File: src/hdl/tss_pkg.sv
// Shared types and character constants for the Turtle statement splitter.
package tss_pkg;

  typedef enum logic [2:0] {
    MODE_FREE       = 3'd0,
    MODE_ANGLES     = 3'd1,
    MODE_QUOTES     = 3'd2,
    MODE_LONG       = 3'd3,
    MODE_COMMENT    = 3'd4,
    MODE_ONE_QUOTE  = 3'd5,
    MODE_TWO_QUOTES = 3'd6
  } mode_t;

  localparam logic [7:0] CH_DOT     = 8'h2E;
  localparam logic [7:0] CH_LT      = 8'h3C;
  localparam logic [7:0] CH_GT      = 8'h3E;
  localparam logic [7:0] CH_QUOTE   = 8'h22;
  localparam logic [7:0] CH_HASH    = 8'h23;
  localparam logic [7:0] CH_NL      = 8'h0A;
  localparam logic [7:0] CH_BSLASH  = 8'h5C;
  localparam logic [7:0] CH_WS_LO   = 8'h01;
  localparam logic [7:0] CH_WS_HI   = 8'h20;

  localparam logic [1:0] LONG_CLOSE_RUN = 2'd3;

  // result of one scanned item
  typedef struct packed {
    logic       valid;
    logic [7:0] data;
    logic       stmt_end;
    logic       abandoned;
  } tss_res_t;

endpackage

File: src/hdl/tss_lexer.sv
// Lexical state of the splitter and the per-item result logic.
module tss_lexer (
  input  logic              clk,
  input  logic              rst,
  input  logic              step,
  input  logic [7:0]        data_byte,
  input  logic              end_of_input,
  output tss_pkg::tss_res_t res
);
  import tss_pkg::*;

  mode_t      mode, mode_next;
  logic [1:0] quote_run, quote_run_next;
  logic       backslash_odd, backslash_odd_next;
  logic       skipping_lead, skipping_lead_next;
  logic       stmt_open, stmt_open_next;

  always_ff @(posedge clk) begin
    if (rst) begin
      mode          <= MODE_FREE;
      quote_run     <= 2'd0;
      backslash_odd <= 1'b0;
      skipping_lead <= 1'b1;
      stmt_open     <= 1'b0;
    end else if (step) begin
      mode          <= mode_next;
      quote_run     <= quote_run_next;
      backslash_odd <= backslash_odd_next;
      skipping_lead <= skipping_lead_next;
      stmt_open     <= stmt_open_next;
    end
  end

  always_comb begin
    logic       esc;
    logic       use_free;
    logic       stmt_end;
    logic [1:0] run_inc;
    mode_next          = mode;
    quote_run_next     = quote_run;
    backslash_odd_next = backslash_odd;
    skipping_lead_next = skipping_lead;
    stmt_open_next     = stmt_open;
    esc                = backslash_odd;
    use_free           = 1'b0;
    stmt_end           = 1'b0;
    run_inc            = quote_run + 2'd1;
    res                = '0;

    if (end_of_input) begin
      // abandon marker only if something was started; scanner starts over
      res.valid          = stmt_open;
      res.abandoned      = 1'b1;
      mode_next          = MODE_FREE;
      quote_run_next     = 2'd0;
      backslash_odd_next = 1'b0;
      skipping_lead_next = 1'b1;
      stmt_open_next     = 1'b0;
    end else begin
      backslash_odd_next = (data_byte == CH_BSLASH) ? ~esc : 1'b0;
      if (!(skipping_lead && data_byte >= CH_WS_LO && data_byte <= CH_WS_HI)) begin
        skipping_lead_next = 1'b0;
        stmt_open_next     = 1'b1;
        case (mode)
          MODE_ONE_QUOTE: begin
            mode_next = (data_byte == CH_QUOTE) ? MODE_TWO_QUOTES : MODE_QUOTES;
          end
          MODE_TWO_QUOTES: begin
            if (data_byte == CH_QUOTE) begin
              mode_next      = MODE_LONG;
              quote_run_next = 2'd0;
            end else begin
              use_free = 1'b1;
            end
          end
          MODE_ANGLES: begin
            if (data_byte == CH_GT) mode_next = MODE_FREE;
          end
          MODE_QUOTES: begin
            if (data_byte == CH_QUOTE && !esc) mode_next = MODE_FREE;
          end
          MODE_LONG: begin
            if (data_byte == CH_QUOTE) begin
              // an escaped quote cannot begin the closing run
              if (quote_run != 2'd0 || !esc) begin
                if (run_inc == LONG_CLOSE_RUN) begin
                  quote_run_next = 2'd0;
                  mode_next      = MODE_FREE;
                end else begin
                  quote_run_next = run_inc;
                end
              end
            end else begin
              quote_run_next = 2'd0;
            end
          end
          MODE_COMMENT: begin
            if (data_byte == CH_NL) mode_next = MODE_FREE;
          end
          default: begin
            use_free = 1'b1;
          end
        endcase

        if (use_free) begin
          mode_next = MODE_FREE;
          case (data_byte)
            CH_DOT:   stmt_end = 1'b1;
            CH_LT:    mode_next = MODE_ANGLES;
            CH_QUOTE: mode_next = esc ? MODE_FREE : MODE_ONE_QUOTE;
            CH_HASH:  mode_next = MODE_COMMENT;
            default:  mode_next = MODE_FREE;
          endcase
        end

        if (stmt_end) begin
          skipping_lead_next = 1'b1;
          stmt_open_next     = 1'b0;
        end

        res.valid    = 1'b1;
        res.data     = data_byte;
        res.stmt_end = stmt_end;
      end
    end
  end

endmodule

File: src/hdl/turtle_statement_splitter.sv
// Top level of the Turtle statement splitter: input register, lexer, result register.
//
//  channel | tdata        | tlast         | tuser
//  s_*     | data_byte    | end_of_input  | -
//  m_*     | out_byte     | statement_end | abandoned
//
// One item per cycle sustained while m_tready does not stall; an accepted item passes
// the input register, then the result register behind the lexer logic, to m_*.
// Dropped leading whitespace and an end of input with no open statement
// give no result item.
// rst is synchronous and returns the scanner to free mode, skipping whitespace.
// A stall on m_tready holds both registers; s_tready follows it combinationally.
module turtle_statement_splitter (
  input  logic       clk,
  input  logic       rst,
  input  logic       s_tvalid,
  output logic       s_tready,
  input  logic [7:0] s_tdata,   // [7:0] data_byte
  input  logic       s_tlast,   // end_of_input
  output logic       m_tvalid,
  input  logic       m_tready,
  output logic [7:0] m_tdata,   // [7:0] out_byte
  output logic       m_tlast,   // statement_end
  output logic       m_tuser    // [0] abandoned
);
  import tss_pkg::*;

  logic       in_valid;
  logic [7:0] in_data;
  logic       in_last;
  logic       advance;
  tss_res_t   res;

  assign advance  = !m_tvalid || m_tready;
  assign s_tready = !in_valid || advance;

  always_ff @(posedge clk) begin
    if (rst) begin
      in_valid <= 1'b0;
    end else if (s_tready) begin
      in_valid <= s_tvalid;
    end
  end

  always_ff @(posedge clk) begin
    if (s_tready && s_tvalid) begin
      in_data <= s_tdata;
      in_last <= s_tlast;
    end
  end

  tss_lexer u_lexer (
    .clk          (clk),
    .rst          (rst),
    .step         (in_valid && advance),
    .data_byte    (in_data),
    .end_of_input (in_last),
    .res          (res)
  );

  always_ff @(posedge clk) begin
    if (rst) begin
      m_tvalid <= 1'b0;
    end else if (advance) begin
      m_tvalid <= in_valid && res.valid;
    end
  end

  always_ff @(posedge clk) begin
    if (advance && in_valid && res.valid) begin
      m_tdata <= res.data;
      m_tlast <= res.stmt_end;
      m_tuser <= res.abandoned;
    end
  end

endmodule

File: config.mk
export PLATFORM = sky130hd
export DESIGN_NAME = turtle_statement_splitter
export DESIGN_NICKNAME = d
export VERILOG_FILES = /design/src/hdl/tss_pkg.sv /design/src/hdl/tss_lexer.sv /design/src/hdl/turtle_statement_splitter.sv
export SDC_FILE = /design/constraint.sdc
export NUM_CORES = 1
export LEC_CHECK = 0
export ABC_AREA = 1
export BUFFER_PORTS_ARGS = -buffer_cell sky130_fd_sc_hd__buf_4
export CORE_MARGIN = 4
export CORE_UTILIZATION = 55
export CTS_CLUSTER_SIZE = 8
export DETAILED_ROUTE_END_ITERATION = 8
export GPL_ROUTABILITY_DRIVEN = 0
export MAX_ROUTING_LAYER = met4
export PLACE_DENSITY = 0.78
export SLEW_MARGIN = 5
export SYNTH_ARGS = -nofsm -noshare
export SYNTH_HDL_FRONTEND = slang
export SYNTH_HIERARCHICAL = 1
export SYNTH_SLANG_ARGS = --single-unit
File: constraint.sdc
create_clock -name clk -period 4.13 [get_ports clk]
set_input_delay 0.413 -clock clk [delete_from_list [all_inputs] [get_ports clk]]
set_output_delay 0.413 -clock clk [all_outputs]
set_load 0.005 [all_outputs]
Word level (Yosys, flattened, before mapping)
Cells that the tools add are included.
{ "word_totals": {"out_inout_bits": 12, "word_cells": 101, "register_bits": 29} }
{ "op_classes": {"bitwise": 1, "mux": 40, "order_cmp": 2, "reduce_logical": 21, "n_addsub": 1, "n_eq_ne": 24} }
{ "ops": {"columns": ["operator", "count"], "rows": [
  ["8-bit by 6-bit == test with 1-bit output, second input constant", 5],
  ["3-bit 2-to-1 mux", 12],
  ["4-bit by 2-bit inequality test with 1-bit output, second input constant", 7],
  ["3-bit case mux with 6 select lines", 1],
  ["1-bit 2-to-1 mux", 17],
  ["2-bit 2-to-1 mux", 6],
  ["10-bit 2-to-1 mux", 1],
  ["10-bit AND reduction", 1],
  ["3-bit == test, second input constant", 3],
  ["3-bit case mux with 3 select lines", 1],
  ["8-bit by 4-bit == test with 1-bit output, second input constant", 1],
  ["8-bit by 7-bit == test with 1-bit output, second input constant", 1],
  ["8-bit by 1-bit >= comparator with 1-bit output, second input constant", 1],
  ["8-bit by 6-bit <= comparator with 1-bit output, second input constant", 1],
  ["8-bit nonzero test", 1],
  ["1-bit logical AND", 7],
  ["3-bit by 2-bit == test with 1-bit output, second input constant", 2],
  ["5-bit AND reduction", 1],
  ["5-bit OR reduction", 1],
  ["4-bit inequality test, second input constant", 1],
  ["2-bit case mux with 2 select lines", 1],
  ["3-bit by 1-bit == test with 1-bit output, second input constant", 1],
  ["1-bit zero test", 3],
  ["1-bit logical OR", 3],
  ["10 further kinds", 10]
]} }

Logic depth before layout (Yosys ltp)
{ "depth": {"word_depth": 11, "ltp_mapped": 12} }

Modules after synthesis
The synthesis kept the hierarchy.
{ "by_module_without_submodules": {"columns": ["module", "area_each_um2", "instances", "cells_per_inst", "seq_area_each_um2"], "rows": [
  ["tss_lexer", 842.1, 1, 158, 160.2],
  ["turtle_statement_splitter", 671.9, 1, 34, 610.6]
]} }

Worst setup path after synthesis
No wires, ideal clock.
{ "synth_path": {"path_kind": "reg-to-reg", "from": "reg in_data[3]", "to": "reg m_tdata[0], enable pin", "path_slack_ps": 2161, "path_stages_with_launch": 10, "arrival_ps": 1593, "setup_ps": 376, "path_cell_list": "edfxtp_1 > nor2_1 > nand2_1 > nor2_1 > nor2_1 > nand2_1 > nand2_1 > nand2_1 > nand2_1 > nor2_1"} }
{ "synth_lines": {"columns": ["item", "line_no", "text"], "rows": [
  ["start: declaration", "turtle_statement_splitter.sv:29", "logic [7:0] in_data;"],
  ["start signal: assignment", "turtle_statement_splitter.sv:47", "in_data <= s_tdata;"],
  ["end signal: assignment", "turtle_statement_splitter.sv:71", "m_tdata <= res.data;"],
  ["end: declaration", "turtle_statement_splitter.sv:22", "output logic [7:0] m_tdata,"]
]} }

==> qor.yml <==
run_status: "finished with violations"
failed_checks: "design-rule violations"
netlist_top_cells_area: "sky130_fd_sc_hd__edfxtp_1 38%, sky130_fd_sc_hd__dfxtp_1 13%, sky130_fd_sc_hd__nand2_1 11%, sky130_fd_sc_hd__nor2_1 8.4%, sky130_fd_sc_hd__inv_1 7.4%"
r2r-end: "m_tdata[7]$_DFFE_PP_"
detail_route.vias_per_cell: 5.341
mappedNetlistArea_sq_mm: 0.001514
worst_path_most_repeated_cell: "sky130_fd_sc_hd__nand2_1"
maxClockFrequency_ghz: 0.4312
setup.worst_path.end_class: "register"
first_global_vias: 1377
globalRouteMet2Util: 0.3611
design.portCount: 25
hold_class: "in2reg"
critPathLaunchType: "register"
cts_hold_buffers: 0
max_cap_violations: 0
reg_to_reg_slack_setup_ns: 1.81
warning_count_from_the_yosys_run: 6
yosysTopAreaCellShare: 0.3769
dpl.hpwl_um: 2499
layout.area.seq_sq_um: 770.7
cts_num_sinks: 29
max_incr_delay_on_cp_ns: 0.63
post_cts.resized_instances: 0
grt_start_max_net_pins: 11
netlist-cell-type-count: 22
start_util: 0.5949
grt.met1_usage: 0.2284
final_nets: 234
clock_tree.htree_level_count: 2
synth-seq-area-share: 0.5091
worst_case_reg_to_reg_path_depth: 9
cp_max_fo: 10
drt_iter0_drc: 178
drt.antenna.violating_nets: 0
layout-area-overhead-vs-synth_pct: 16.94
worst_slew_pin_slew_ns: 0.7945
critical_path.cell_chain: "nor2_1, nand2_1, nor2_1, nor2_1, nand2_1, nand2_1, nand2_1, nand2_1, nor2_1"
synth_cells: 192
tritoncts.num_buffers: 5
slew_headroom: 0.4684
postSynthRegisterBits: 29
hold_depth: 1
vias: 1346
worst_clock_skew_ns: 0.009988
totalWireLength_um: 3204
die_y_extent_um: 60.47
coreArea_sq_mm: 0.002545
post_synth.cell_area_avg_sq_um: 7.885
globalRoute.totalOverflow: 0
number_of_antenna_violations_at_the_first_check_in_global_routing: 0
finalSetupViolCount: 0
detail_route.wl_per_cell_um: 12.71
power.density_mw_per_mm2: 324.8
insertedDiodeCount: 0
grt_first_pass_wirelength_um: 5644
maximum_count_of_clock_buffers_along_a_single_path: 2
data_arrival_time_at_the_worst_slack_endpoint_ns: 2.28
timing_max_transition_violations_final: 0
vdd.ir_drop.worst_mv: 0.2495
regToRegStartpoint: "in_data[3]$_DFFE_PP_"
port-buffer-count: 24
cts_clock_pin_slew_for_the_worst_setup_and_hold_paths_ns: 0.09
timing.final.hold_violations: 0
globalRouteMet3Util: 0.06596
cpMaxStageDelayCell: "sky130_fd_sc_hd__nor2_1"
cts_tree: "done"
setup_repair_after_global_routing_missed_its_margin: "no"
holdPathEnd: "in_data[3]$_DFFE_PP_"
globalRouteTotalUtil: 0.2137
required_ns: 4.09
route.detailed.drc: 1
totalNegativeSetupSlack_ns: 0
final.period_utilization: 0.5616
layout.filler_cells: 214
total_iterations_of_the_first_detailed_routing_run: 9
drive_gt1_frac: 0.2027
hold-worst-slack_ns: 0.2610
worst_skew_pair.late_latency_ns: 0.32
placement_rows: 18
clockRootBuffer: "sky130_fd_sc_hd__clkbuf_4"
mappedNetlistNets: 205
post-synth-top-area-cell: "sky130_fd_sc_hd__edfxtp_1"
fin_util: 0.6957
post-cts-setup-buffer-count: 0
die_area_sq_mm: 0.003656
die_w_um: 60.47
worst_hold_startpoint: "s_tdata[3]"
leakage_nw: 0.7797
timing.final.crit_period_ns: 2.319
grt_most_used_layer: "met2"
area_of_combinational_cells_with_multiple_inputs_sq_um: 619.3
startpoint_to_endpoint_class_of_the_critical_path: "reg2reg"
==> layout make-up <==
cell class                 instances  share of cell area
timing repair buffer              24              0.1018
tap                               30             0.02120
inverter                          30             0.06360
clock inverter                     1            0.002827
multi-input combinational        131              0.3498
clock buffer                       7             0.02544
sequential                        29              0.4353
==> kinds of logic after synthesis <==
| kind of cell | after synthesis | share of synthesized area |
|---|---|---|
| simple gates | 114 | 0.3463 |
| flops | 29 | 0.5091 |
| compound gates | 17 | 0.06281 |
| buf+inv | 32 | 0.08182 |
==> critical path, delay by kind of cell, from the launching register on <==
kind | cells | cell delay, ns
flip-flops | 1 | 0.44
AND/OR/NAND/NOR | 9 | 1.51
==> placed cells by master, fill, tap and decap left out, drive strengths merged <==
cell and instances:
nand2 49, dfxtp 10, buf 24, a21oi 8
nand4 4, o211ai 1, clkbuf 7, nor3 3
edfxtp 19, o21ai 8, clkinv 1, nor4 1
nor2 39, nand3 18, inv 30
==> stage by stage <==
| stage | worst slack, ns | std cells | total power [mW] | area, sq um |
|---|---|---|---|---|
| finish | 1.811 | 252 | 0.5750 | 1770 |
| CTS | 1.817 | 252 | 0.5787 | 1770 |
| global placement | 1.980 | 244 | 0.4191 | 1720 |
| global route | 1.596 | 252 | 0.6059 | 1770 |
| floorplan | 2.161 | 192 | 0.3937 | 1514 |
| detailed placement | 1.832 | 244 | 0.4225 | 1720 |
==> where the power goes <==
group          internal, mW  leakage (nW)  switching [mW]  total [mW]
Combinational        0.0311         0.490          0.0483      0.0794
Sequential            0.325         0.260          0.0131       0.338
Clock                0.0662        0.0293          0.0916       0.158
Total                 0.422         0.780           0.153       0.575
==> sequential cells by signal (all words and copies together), names as in the netlist <==
| name | count |
|---|---|
| in_valid | 1 |
| m_tlast | 1 |
| in_last | 1 |
| in_data | 8 |
| u_lexer/stmt_open | 1 |
| u_lexer/backslash_odd | 1 |
| m_tuser | 1 |
| u_lexer/mode | 3 |
| u_lexer/quote_run | 2 |
| u_lexer/skipping_lead | 1 |
| m_tdata | 8 |
| m_tvalid | 1 |
==> layer usage <==
layer	vias to the layer above	share of wire
met5	-	0
met4	0	0.012
met3	6	0.071
met2	60	0.52
met1	606	0.40
li1	674	-
==> Yosys cell counts, drive strengths merged <==
master	n
dfxtp	10
inv	30
o21ai	8
nand3	18
buf	1
a21oi	8
nand4	4
nor4	1
o211ai	1
nor3	3
edfxtp	19
clkbuf	1
nand2	49
nor2	39
==> worst max path at each step <==
stage / start / to / slack, ns / cells after the start
final: in_data[3]$_DFFE_PP_ / m_tdata[7]$_DFFE_PP_ / 1.81 / 9
after global routing: in_data[3]$_DFFE_PP_ / m_tdata[0]$_DFFE_PP_ / 1.60 / 9
after CTS: in_data[3]$_DFFE_PP_ / m_tdata[0]$_DFFE_PP_ / 1.82 / 9
after detailed placement: in_data[3]$_DFFE_PP_ / m_tdata[0]$_DFFE_PP_ / 1.83 / 9
after global placement: in_data[3]$_DFFE_PP_ / m_tlast$_DFFE_PP_ / 1.98 / 9
after floorplan: in_data[3]$_DFFE_PP_ / m_tdata[0]$_DFFE_PP_ / 2.16 / 9
No activity file was read; power rests on OpenSTA's default activity.
